$ cat src/sctad_pkg.sv
`timescale 1ns / 1ps
// ----------------------------------------------------------------------------
// sctad_pkg: shared types, codes and key tables of the scancode decoder
// Holds the set 1 scancode constants and the normal and shifted key maps.
// ----------------------------------------------------------------------------
package sctad_pkg;

	localparam logic [7:0] PrefixCode = 8'hE0;
	localparam int unsigned BreakBit = 7;
	localparam logic [6:0] LShiftKey = 7'h2A;
	localparam logic [6:0] RShiftKey = 7'h36;

	// Decode result handed from the decoder to the output register.
	typedef struct packed {
		logic       emit;
		logic [6:0] ch;
	} dec_res_t;

	// Normal (unshifted) key map; zero means the key has no character.
	function automatic logic [6:0] plain_char(input logic [6:0] key);
		logic [6:0] ch;
		case (key)
			7'h02: ch = 7'h31;
			7'h03: ch = 7'h32;
			7'h04: ch = 7'h33;
			7'h05: ch = 7'h34;
			7'h06: ch = 7'h35;
			7'h07: ch = 7'h36;
			7'h08: ch = 7'h37;
			7'h09: ch = 7'h38;
			7'h0A: ch = 7'h39;
			7'h0B: ch = 7'h30;
			7'h0C: ch = 7'h2D;
			7'h0D: ch = 7'h3D;
			7'h0E: ch = 7'h08;
			7'h0F: ch = 7'h09;
			7'h10: ch = 7'h71;
			7'h11: ch = 7'h77;
			7'h12: ch = 7'h65;
			7'h13: ch = 7'h72;
			7'h14: ch = 7'h74;
			7'h15: ch = 7'h79;
			7'h16: ch = 7'h75;
			7'h17: ch = 7'h69;
			7'h18: ch = 7'h6F;
			7'h19: ch = 7'h70;
			7'h1A: ch = 7'h5B;
			7'h1B: ch = 7'h5D;
			7'h1C: ch = 7'h0A;
			7'h1E: ch = 7'h61;
			7'h1F: ch = 7'h73;
			7'h20: ch = 7'h64;
			7'h21: ch = 7'h66;
			7'h22: ch = 7'h67;
			7'h23: ch = 7'h68;
			7'h24: ch = 7'h6A;
			7'h25: ch = 7'h6B;
			7'h26: ch = 7'h6C;
			7'h27: ch = 7'h3B;
			7'h28: ch = 7'h27;
			7'h29: ch = 7'h60;
			7'h2B: ch = 7'h5C;
			7'h2C: ch = 7'h7A;
			7'h2D: ch = 7'h78;
			7'h2E: ch = 7'h63;
			7'h2F: ch = 7'h76;
			7'h30: ch = 7'h62;
			7'h31: ch = 7'h6E;
			7'h32: ch = 7'h6D;
			7'h33: ch = 7'h2C;
			7'h34: ch = 7'h2E;
			7'h35: ch = 7'h2F;
			7'h39: ch = 7'h20;
			default: ch = 7'h00;
		endcase
		return ch;
	endfunction

	// Shifted key map; zero means the key has no character.
	function automatic logic [6:0] shift_char(input logic [6:0] key);
		logic [6:0] ch;
		case (key)
			7'h02: ch = 7'h21;
			7'h03: ch = 7'h40;
			7'h04: ch = 7'h23;
			7'h05: ch = 7'h24;
			7'h06: ch = 7'h25;
			7'h07: ch = 7'h5E;
			7'h08: ch = 7'h26;
			7'h09: ch = 7'h2A;
			7'h0A: ch = 7'h28;
			7'h0B: ch = 7'h29;
			7'h0C: ch = 7'h5F;
			7'h0D: ch = 7'h2B;
			7'h0E: ch = 7'h08;
			7'h0F: ch = 7'h09;
			7'h10: ch = 7'h51;
			7'h11: ch = 7'h57;
			7'h12: ch = 7'h45;
			7'h13: ch = 7'h52;
			7'h14: ch = 7'h54;
			7'h15: ch = 7'h59;
			7'h16: ch = 7'h55;
			7'h17: ch = 7'h49;
			7'h18: ch = 7'h4F;
			7'h19: ch = 7'h50;
			7'h1A: ch = 7'h7B;
			7'h1B: ch = 7'h7D;
			7'h1C: ch = 7'h0A;
			7'h1E: ch = 7'h41;
			7'h1F: ch = 7'h53;
			7'h20: ch = 7'h44;
			7'h21: ch = 7'h46;
			7'h22: ch = 7'h47;
			7'h23: ch = 7'h48;
			7'h24: ch = 7'h4A;
			7'h25: ch = 7'h4B;
			7'h26: ch = 7'h4C;
			7'h27: ch = 7'h3A;
			7'h28: ch = 7'h22;
			7'h29: ch = 7'h7E;
			7'h2B: ch = 7'h7C;
			7'h2C: ch = 7'h5A;
			7'h2D: ch = 7'h58;
			7'h2E: ch = 7'h43;
			7'h2F: ch = 7'h56;
			7'h30: ch = 7'h42;
			7'h31: ch = 7'h4E;
			7'h32: ch = 7'h4D;
			7'h33: ch = 7'h3C;
			7'h34: ch = 7'h3E;
			7'h35: ch = 7'h3F;
			7'h39: ch = 7'h20;
			default: ch = 7'h00;
		endcase
		return ch;
	endfunction

endpackage

$ cat src/sctad_decode.sv
`timescale 1ns / 1ps
// ----------------------------------------------------------------------------
// sctad_decode: keyboard state and character lookup
// Keeps the prefix and shift flags and maps one registered byte to a result.
// ----------------------------------------------------------------------------
module sctad_decode (
	input  logic                clk,
	input  logic                arst_n,
	input  logic [7:0]          code,
	input  logic                fire,
	output sctad_pkg::dec_res_t res
);

	logic       prefix_q;
	logic       lshift_q;
	logic       rshift_q;
	logic       is_prefix;
	logic       is_break;
	logic [6:0] key;
	logic [6:0] ch;

	assign is_prefix = (code == sctad_pkg::PrefixCode);
	assign is_break  = code[sctad_pkg::BreakBit];
	assign key       = code[6:0];
	assign ch        = (lshift_q || rshift_q) ? sctad_pkg::shift_char(key)
	                                          : sctad_pkg::plain_char(key);

	// Only an unprefixed make code of a non-shift key can produce a character.
	assign res.emit = !is_prefix && !prefix_q && !is_break &&
	                  (key != sctad_pkg::LShiftKey) && (key != sctad_pkg::RShiftKey) &&
	                  (ch != 7'h00);
	assign res.ch   = ch;

	always_ff @(posedge clk or negedge arst_n) begin
		if (!arst_n) begin
			prefix_q <= 1'b0;
			lshift_q <= 1'b0;
			rshift_q <= 1'b0;
		end else if (fire) begin
			if (is_prefix) begin
				prefix_q <= 1'b1;
			end else if (prefix_q) begin
				prefix_q <= 1'b0;
			end else if (key == sctad_pkg::LShiftKey) begin
				lshift_q <= !is_break;
			end else if (key == sctad_pkg::RShiftKey) begin
				rshift_q <= !is_break;
			end
		end
	end

endmodule

$ cat src/scancode_to_ascii_decoder_unit.sv
`timescale 1ns / 1ps
// ----------------------------------------------------------------------------
// scancode_to_ascii_decoder_unit: set 1 keyboard scancode to ASCII decoder
// Path: input register, decoder, output register. Throughput: one word per
// cycle via the single input register unless the output register stalls.
// Reset (arst_n low, asynchronous): prefix and shift flags clear, both
// register stages empty; the character payload register is not reset.
// ----------------------------------------------------------------------------
module scancode_to_ascii_decoder_unit (
	input  logic       clk,
	input  logic       arst_n,
	input  logic       scan_valid,
	output logic       scan_stall,
	input  logic [7:0] scan_byte,
	output logic       char_valid,
	input  logic       char_stall,
	output logic [6:0] ascii_char
);

	// Stage 1 holds the accepted scancode word. The decoder looks at it
	// together with the current flags; the flags move on when the word
	// leaves stage 1, so words are decoded strictly in arrival order.
	logic                valid_s1;
	logic [7:0]          byte_s1;
	logic                fire;
	logic                out_free;
	logic                char_valid_q;
	logic [6:0]          char_q;
	sctad_pkg::dec_res_t res;

	// The output register can take a new word when it is empty or being
	// drained this cycle. Words that produce no character never need it.
	assign out_free   = !char_valid_q || !char_stall;
	assign fire       = valid_s1 && (!res.emit || out_free);
	assign scan_stall = valid_s1 && !fire;

	always_ff @(posedge clk or negedge arst_n) begin
		if (!arst_n) begin
			valid_s1 <= 1'b0;
		end else if (!scan_stall) begin
			valid_s1 <= scan_valid;
		end
	end

	always_ff @(posedge clk) begin
		if (scan_valid && !scan_stall) begin
			byte_s1 <= scan_byte;
		end
	end

	sctad_decode u_decode (
		.clk    (clk),
		.arst_n (arst_n),
		.code   (byte_s1),
		.fire   (fire),
		.res    (res)
	);

	// Output register: loaded by a character-producing word, cleared once
	// the downstream side takes it.
	always_ff @(posedge clk or negedge arst_n) begin
		if (!arst_n) begin
			char_valid_q <= 1'b0;
		end else if (fire && res.emit) begin
			char_valid_q <= 1'b1;
		end else if (!char_stall) begin
			char_valid_q <= 1'b0;
		end
	end

	always_ff @(posedge clk) begin
		if (fire && res.emit) begin
			char_q <= res.ch;
		end
	end

	assign char_valid = char_valid_q;
	assign ascii_char = char_q;

`ifndef SYNTH
	// A valid character word is never the null character.
	assert property (@(posedge clk) disable iff (!arst_n)
		char_valid |-> (ascii_char != 7'h00))
		else $error("output word carries a null character");

	// Input backpressure only comes from a full, stalled output register.
	assert property (@(posedge clk) disable iff (!arst_n)
		scan_stall |-> (valid_s1 && char_valid && char_stall && res.emit))
		else $error("input stalled without a blocked result");

	// A decoded character lands in the output register on the next edge.
	assert property (@(posedge clk) disable iff (!arst_n)
		(fire && res.emit) |=> (char_valid && (ascii_char == $past(res.ch))))
		else $error("decoded character lost on its way to the output");
`endif

endmodule
$ cat config.mk
export PLATFORM = sky130hd
export DESIGN_NAME = scancode_to_ascii_decoder_unit
export DESIGN_NICKNAME = d
export VERILOG_FILES = /design/src/sctad_pkg.sv /design/src/sctad_decode.sv /design/src/scancode_to_ascii_decoder_unit.sv
export SDC_FILE = /design/constraint.sdc
export NUM_CORES = 1
export LEC_CHECK = 0
export BUFFER_PORTS_ARGS = -buffer_cell sky130_fd_sc_hd__buf_2
export CORE_MARGIN = 1.5
export CORE_UTILIZATION = 61
export DETAILED_ROUTE_END_ITERATION = 16
export GPL_TIMING_DRIVEN = 0
export PLACE_DENSITY = 0.9
export SYNTH_ARGS = -nofsm -noshare
export SYNTH_HDL_FRONTEND = slang
export SYNTH_SLANG_ARGS = --single-unit
$ cat constraint.sdc
create_clock -name clk -period 7.8 [get_ports clk]
set_input_delay 2.34 -clock clk [delete_from_list [all_inputs] [get_ports clk]]
set_output_delay 2.34 -clock clk [all_outputs]
set_load 0.005 [all_outputs]
* Word level (Yosys, flattened, before mapping)
Memories as Yosys holds them, arrays and structs flattened. A register that Yosys moved wholly into a read port is not among the register bits. Index checks and enable logic that the tools add are counted.
Word-level totals: register bits after elaboration 20, ROM bits 896, output and inout port bits 9, memories 2
Operators by class: equality and inequality tests 6, muxes and demuxes 8, bitwise gates (word level) 3, reductions and logical operators 23
Memories:
- (no name shown) | depth 64, bits a word 7, rd ports 1, clocked after Yosys merged registers in 1, write ports 0, line sctad_pkg.sv:22 | case (key)
- (no name shown) | depth 64, bits a word 7, rd ports 1, clocked after Yosys merged registers in 1, write ports 0, line sctad_pkg.sv:82 | case (key)
Operators by type and width (count):
- 7-bit 2-to-1 mux | 3
- 7-bit by 6-bit == test with 1-bit output (second input constant) | 2
- 7-bit by 6-bit != test with 1-bit output (second input constant) | 2
- 6-bit 2-to-1 mux | 2
- 1-bit logical AND | 9
- 8-bit == test (second input constant) | 1
- 1-bit logical NOT | 8
- 7-bit nonzero test | 1
- 5-bit AND reduction | 1
- 4-bit AND reduction | 1
- 1-bit logical OR | 3
- 1-bit 2-to-1 mux | 3
- 1-bit NOT | 3
- 2-bit by 1-bit != test with 1-bit output (second input constant) | 1

* Logic depth before layout (Yosys ltp)
Gate-level depths: netlist (run 1).
depth after elaboration 15, depth in mapped cells 16, gate-level depth less buffers 13

* Hierarchy
From an unflattened synthesis (run 1), not the netlist that was laid out.
Second synthesis, totals: cells, all modules 215, area total of the unflattened synthesis 1949.4 um^2
Modules (own cells, without submodules):
- sctad_decode | times used 1, cells an instance 188, area an instance 1393.8 um^2
- scancode_to_ascii_decoder_unit | times used 1, cells an instance 27, area an instance 555.5 um^2

* Worst setup path after synthesis (run 1)
No wires, ideal clock.
path kind input-to-output, start point input char_stall, end point output scan_stall, arrival time 2647 ps, path slack 2813 ps, stages 3, path buffers 0, cell sequence and2_1 > nand2_1 > nor2_1
Between the ends: word-level cells in the longest chain between the ends 6
RTL lines:
- start, declared | line scancode_to_ascii_decoder_unit.sv:16 | input logic char_stall,
- 1-bit logical NOT
- 1-bit logical OR | line scancode_to_ascii_decoder_unit.sv:33 | assign out_free = !char_valid_q || !char_stall;
- 1-bit logical OR | line scancode_to_ascii_decoder_unit.sv:34 | assign fire = valid_s1 && (!res.emit || out_free);
- 1-bit logical AND | line scancode_to_ascii_decoder_unit.sv:34
- 1-bit logical NOT | line scancode_to_ascii_decoder_unit.sv:35 | assign scan_stall = valid_s1 && !fire;
- 1-bit logical AND | line scancode_to_ascii_decoder_unit.sv:35
- end, declared | line scancode_to_ascii_decoder_unit.sv:13 | output logic scan_stall,
No other way between the ends.

==> flow_summary.toml, run 1 <==
[run_status]
status = "finished, final reports clean"

[placed_design]
io_buffers = 20
dp.final_hpwl_mm = 5.80
dpl.cell_count = 397
routabilityCongestion = 1.02

[pwr]
clockPowerShare_pct = 34.0
power_switching_share_pct = 31.1
power_density_nw_per_um2 = 184
sequentialPowerShare_pct = 37.8
power.leakage_uw = 0.00128
comb_power_share_pct = 28.2
switchingPower_uw = 179
vdd_drop_max_mv = 0.0898
internal_power_uw = 396

[synth]
async_reset_ff_share_pct = 14.7
synth_top_area_share_pct = 16.0
ys_seq_elements = 34
yosysWarnings = 0
synth_area_sq_um = 2820
ys_seq_area_share_pct = 30.3
syn_nets = 349
ys.flop_type = "edfxtp_1"
synth.top_cells.by_count = "nand2_1 (38), nor2_1 (22), mux2i_1 (18)"
synth_cells = 325
synth_area_leader_cell = "edfxtp_1"
yosys-top-cells-area = "edfxtp_1 (16%), dfxtp_1 (9.9%), mux2i_1 (6.4%), ha_1 (5.3%), nand2_1 (5.1%)"
synth_edf_count = 15
yosysUniqueCellTypes = 71
syn_area_per_cell_sq_um = 8.68
yosysMostFrequentCell = "nand2_1"

[global_route]
grt_first_pass_wirelength_mm = 12.8
antenna_found_initial = 0
grt_pass1_vias = 2579
globalRouteOverflowTotal = 0
grt_util_all_layers_pct = 32.1
grt_max_degree = 18

[worst_setup_path]
r2r_setup_slack_ns = 3.50
regToRegStartpoint = "byte_s1[4]$_DFFE_PP_"
r2r_cells = 15
worstPathArrival_ns = 5.56
critPathTopFamily = "compound AO/OA/AOI/OAI gates"
critPathBufInv = 5
path_max_fanout = 17
critPathLaunchType = "input pin"
critical_path.cell_chain = "buf_2, nand2_1, o31ai_4, inv_4, buf_8, buf_2, a21o_1, inv_1, ha_1, a2111oi_0, a21o_1, or4_1"
worstSetupPathType = "input pin to flip-flop"
worstPathRequired_ns = 7.94
cp-end-kind = "flip-flop"
crit_slowest_cell = "o31ai_4"
max_stage_delay_ns = 0.60

[clock_network]
holdBufCountCts = 0
cts_setup_buffers = 0
cts_tree = "yes"
cts_max_level = 2
cts_sinks = 34
clk_path_buf_depth = 2
cts-resized-gates = 0
root_buffer = "clkbuf_8"
cts.clk_slew.worst_paths_ns = 0.07
insertion_delay_ns = 0.29
cts_made_buffers = 5

[hold_path]
worstHoldEndpoint = "u_decode.prefix_q$_DFFE_PN0N_"
worstHoldStart = "u_decode.prefix_q$_DFFE_PN0N_"
min_path_cells = 2
hold_path.class = "flip-flop to flip-flop"

[floorplanning]
num_io_pins = 21
die_y_um = 71.0
fp.dieArea_sq_um = 5040
fp.coreArea_sq_um = 4410
dieWidth_um = 71.0
start_util_pct = 63.9
rows = 24

[timing]
fmax_mhz = 185
finalHoldViolations = 0
period_share_pct = 69.5
relSlewSlack_pct = 57.5
setup_violations = 0
skew_ns = 0.0120
layout_min_cycle_time_ns = 5.42
tightest_slew_ns = 0.637
slew_viol_final = 0
rsz0062_at_grt = "no"
tns_ns = 0

[drt]
firstDrtPassIters = 5
drcViolationCount = 0
num_vias = 2822
first_iter_violations = 310
ant_nets = 0
routed_wl_mm = 8.00
viasPerCell = 6.97
wl_per_cell_um = 19.7

[job]
cap_violations = 0

[cells_and_area]
multi_input_area_sq_um = 1780
syn2layout_area_growth_pct = 10.7
drive_gt1_share_pct = 15.9
final_net_count = 376
n_fill_cell = 351
layout.area.seq_sq_um = 856
stdcell_count = 405
antennaDiodeCount = 0
## final cells by class
class	count	area share (%)
clock inverters	3	2.20
flip-flops and latches	34	27.4
clock buffers	5	2.20
plain buffers	25	4.21
repair buffers	20	3.20
multi-input cells	253	57.1
well taps	52	2.08
inverters	13	1.64
## worst min-delay path, cell delays in order (launching register included)
cell     delay (ns)
dfrtp_1        0.39
inv_1          0.05
a21oi_1        0.06
## routing by layer
metal	GRT usage [%]	vias up	share of wire [%]	routed length [um]
li1	-	1272	-	-
met1	43.8	1294	39	3110
met2	51.1	219	46	3660
met3	4.56	37	12	928
met4	13.4	0	3.7	292
met5	0	-	0	0
## layout by cell type, fill, tap and decap left out, types with 5 or more instances in the layout
master,instances
o21ai_0,9
nand2b_1,5
o221ai_1,5
o211ai_1,5
nor2b_1,7
clkbuf_8,5
nor3_1,6
nand2_1,38
dfxtp_1,14
a21o_1,6
dfrtp_1,5
nand3_1,8
inv_1,11
clkbuf_1,10
edfxtp_1,15
a21oi_1,17
ha_1,12
nor2_1,22
a31oi_1,6
o31ai_1,5
mux2i_1,18
buf_2,29
## cells by family (layout without fill, tap and decap cells)
group / after synthesis / in the layout / synth area share, %
AND/OR/NAND/NOR: 111 / 111 / 19.6
AO/OA/AOI/OAI: 95 / 95 / 24.5
buffers and inverters: 38 / 66 / 6.47
flip-flops: 34 / 34 / 30.3
multiplexers: 30 / 30 / 12.2
adder cells (fa/ha/maj): 12 / 12 / 5.32
XOR/XNOR: 5 / 5 / 1.55
## power by group through the flow
| stage | Combinational [uW] | Clock (uW) | Sequential [uW] |
|---|---|---|---|
| finish | 162 | 195 | 217 |
| global route | 174 | 202 | 219 |
| CTS | 156 | 196 | 217 |
| detailed placement | 156 | 0 | 220 |
| global placement | 153 | 0 | 219 |
| floorplan | 114 | 0 | 218 |
## how the worst max path moves through the flow
stage               startpoint          to  slack, ns  cells past startpoint
floorplan           char_stall  scan_stall       2.81                      3
global placement    char_stall   flip-flop       2.18                     12
detailed placement  char_stall   flip-flop       2.20                     12
CTS                 char_stall   flip-flop       2.46                     12
global route        char_stall   flip-flop       2.20                     12
finish              char_stall   flip-flop       2.38                     12
## metrics by stage
stage	hold slack [ns]	util, %	total power, uW	worst slack [ns]	cell area (sq um)
5_1_grt	0.576	70.8	595	2.20	3120
3_3_place_gp	0.509	67.7	372	2.18	2990
4_1_cts	0.546	70.8	569	2.46	3120
3_5_place_dp	0.534	67.7	376	2.20	2990
6_report	0.541	70.8	574	2.38	3120
2_1_floorplan	0.486	-	332	2.81	2820
Note: power is estimated with default switching activity, not from simulation.
==> run 2: changes to the inputs <==
--- a/config.mk
+++ b/config.mk
@@ -5,12 +5,13 @@
 export SDC_FILE = /design/constraint.sdc
 export NUM_CORES = 1
 export LEC_CHECK = 0
+export ABC_AREA = 1
 export BUFFER_PORTS_ARGS = -buffer_cell sky130_fd_sc_hd__buf_2
 export CORE_MARGIN = 1.5
-export CORE_UTILIZATION = 61
+export CORE_UTILIZATION = 60
 export DETAILED_ROUTE_END_ITERATION = 16
 export GPL_TIMING_DRIVEN = 0
-export PLACE_DENSITY = 0.9
+export PLACE_DENSITY = 0.89
 export SYNTH_ARGS = -nofsm -noshare
 export SYNTH_HDL_FRONTEND = slang
 export SYNTH_SLANG_ARGS = --single-unit
==> constraint.sdc (replaced) <==
create_clock -name clk -period 5.6 [get_ports clk]
set_input_delay 1.68 -clock clk [delete_from_list [all_inputs] [get_ports clk]]
set_output_delay 1.68 -clock clk [all_outputs]
set_load 0.005 [all_outputs]
==> run 2 against run 1 <==
  * Sequential power up 42%
  * First-iteration DRC count down 50%
  * Power up 25%
==> flow_summary.toml, run 2 <==
[run_status]
status = "finished, final reports clean"

[timing]
period_share_pct = 73.6
slew_viol_final = 0
tns_ns = 0
fmax_mhz = 243
setup_violations = 0
layout_min_cycle_time_ns = 4.12
relSlewSlack_pct = 77.7
skew_ns = 0.0124
finalHoldViolations = 0
tightest_slew_ns = 0.331
rsz0062_at_grt = "no"

[floorplanning]
fp.dieArea_sq_um = 4710
die_y_um = 68.7
start_util_pct = 63.7
fp.coreArea_sq_um = 4060
rows = 23
dieWidth_um = 68.7
num_io_pins = 21

[cells_and_area]
final_net_count = 419
final_cell_mix = "nand2_1 (127), nand3_1 (56), inv_1 (35), buf_2 (22), nor2_1 (20)"
drive_gt1_share_pct = 21.0
antennaDiodeCount = 0
final_area_sq_um = 2830
syn2layout_area_growth_pct = 9.43
layout_commonest_cell = "nand2_1"
n_fill_cell = 333

[clock_network]
cts.clk_slew.worst_paths_ns = 0.07
cts_tree = "yes"
cts_sinks = 34
holdBufCountCts = 0
cts_max_level = 2
clk_path_buf_depth = 2
root_buffer = "clkbuf_8"
cts_made_buffers = 5
cts_setup_buffers = 0
insertion_delay_ns = 0.28
cts-resized-gates = 0

[worst_setup_path]
r2r_cells = 17
crit_slowest_cell = "buf_6"
cp-end-kind = "output port"
critical_path.cell_chain = "buf_2, nand2_1, inv_1, nand4_4, buf_6, inv_1, buf_2"
worstPathArrival_ns = 2.44
r2r_setup_slack_ns = 2.79
critPathLaunchType = "input pin"
regToRegStartpoint = "u_decode.rshift_q$_DFFE_PN0P_"
max_stage_delay_ns = 0.19
path_max_fanout = 10
worstPathRequired_ns = 3.92
worstSetupPathType = "input pin to output port"

[synth]
synth_top_family_by_area = "simple AND/OR/NAND/NOR gates"
synth_top_area_share_pct = 18.4
synth_edf_count = 15
synth.top_cells.by_count = "nand2_1 (127), nand3_1 (56), inv_1 (35)"
synth_compound_area_share_pct = 4.26
ys_seq_elements = 34
syn_area_per_cell_sq_um = 7.03
synth-simple-area-share_pct = 46.2
syn_nets = 392
synth_mux_area_share_pct = 0.387
synth_cells = 368
ys_seq_area_share_pct = 33.1
synth_xor_area_share_pct = 0
yosysWarnings = 0
synth_fa_ha_area_share_pct = 5.81
yosysUniqueCellTypes = 32
synth_area_leader_cell = "nand2_1"
yosys-top-cells-area = "nand2_1 (18%), edfxtp_1 (17%), dfxtp_1 (11%), nand3_1 (11%), ha_1 (5.8%)"
async_reset_ff_share_pct = 14.7
synth_area_sq_um = 2590
ys.flop_type = "edfxtp_1"
yosysMostFrequentCell = "nand2_1"

[global_route]
antenna_found_initial = 0
globalRouteOverflowTotal = 0
grt_pass1_vias = 2250
grt_first_pass_wirelength_mm = 9.93
grt_util_all_layers_pct = 28.0
grt_max_degree = 12

[hold_path]
worstHoldStart = "char_valid$_DFFE_PN0P_"
worstHoldEndpoint = "char_valid$_DFFE_PN0P_"
hold_path.class = "flip-flop to flip-flop"
min_path_cells = 2

[drt]
drcViolationCount = 0
firstDrtPassIters = 5
num_vias = 2452
wl_per_cell_um = 13.2
routed_wl_mm = 5.87
first_iter_violations = 156
ant_nets = 0
viasPerCell = 5.50

[placed_design]
routabilityCongestion = 0.956
io_buffers = 20
place_area_sq_um = 2750
dp.final_hpwl_mm = 4.53

[job]
cap_violations = 0

[pwr]
vdd_drop_max_mv = 0.109
power.leakage_uw = 0.00149
power_density_nw_per_um2 = 253
run 2: cell types whose count changed after synthesis, sizes merged, moves of 6 or more:
cell,delta
a21o,-6
a21oi,-11
clkbuf,-10
inv,+30
mux2,-9
mux2i,-19
nand2,+109
nand3,+52
nor2,+6
nor2b,-7
o311ai,-6
o31ai,-6
run 2: kinds of logic (layout without fill, tap and decap cells):
logic type,Yosys count,count (layout)
flops,34,34
buf+inv,55,83
fa+ha+maj,12,12
compound gates,19,19
mux,1,1
simple gates,247,247
run 2: cell type report:
cell class	instances	area, sq um	share of cell area, %
Buffer	12	104	3.67
Clock buffer	6	72.6	2.56
Clock inverter	2	8.76	0.309
Inverter	43	161	5.70
Multi-Input combinational cell	279	1470	51.8
Sequential cell	34	856	30.2
Tap cell	50	62.6	2.21
Timing Repair Buffer	20	100	3.54
run 2: critical path: cells and delay by family:
family        cells  cell delay [ns]
buf+inv           5             0.52
simple gates      2             0.24
run 2: metrics by stage:
stage / setup WS (ns) / utilization (%) / hold WS [ns] / cells / power, uW
2_1_floorplan: 1.72 / - / 0.473 / 368 / 490
3_3_place_gp: 1.49 / 67.7 / 0.477 / 438 / 541
3_5_place_dp: 1.49 / 67.7 / 0.491 / 438 / 546
4_1_cts: 1.48 / 69.8 / 0.506 / 446 / 713
5_1_grt: 1.39 / 69.8 / 0.556 / 446 / 764
6_report: 1.48 / 69.8 / 0.497 / 446 / 716
run 2: power breakdown:
part	leakage, uW	switching (uW)	internal, uW
registers	0.000324	12.6	295
logic	0.00112	156	82.1
clock network	0.0000426	84.6	85.4
total	0.00149	253	463
run 2: metal layers:
layer  GRT usage, %  wire length (um)
met3           5.36               452
met5              0                 0
met4           10.3               137
met2           48.2              2770
met1           34.6              2510
run 2: worst max path at each step:
| stage | startpoint | to | slack (ns) | cells past startpoint |
|---|---|---|---|---|
| after detailed placement | char_stall | scan_stall | 1.49 | 7 |
| final | char_stall | scan_stall | 1.48 | 7 |
| after CTS | char_stall | scan_stall | 1.48 | 7 |
| after floorplan | char_stall | scan_stall | 1.72 | 5 |
| after global routing | char_stall | scan_stall | 1.39 | 7 |
| after global placement | char_stall | scan_stall | 1.49 | 7 |
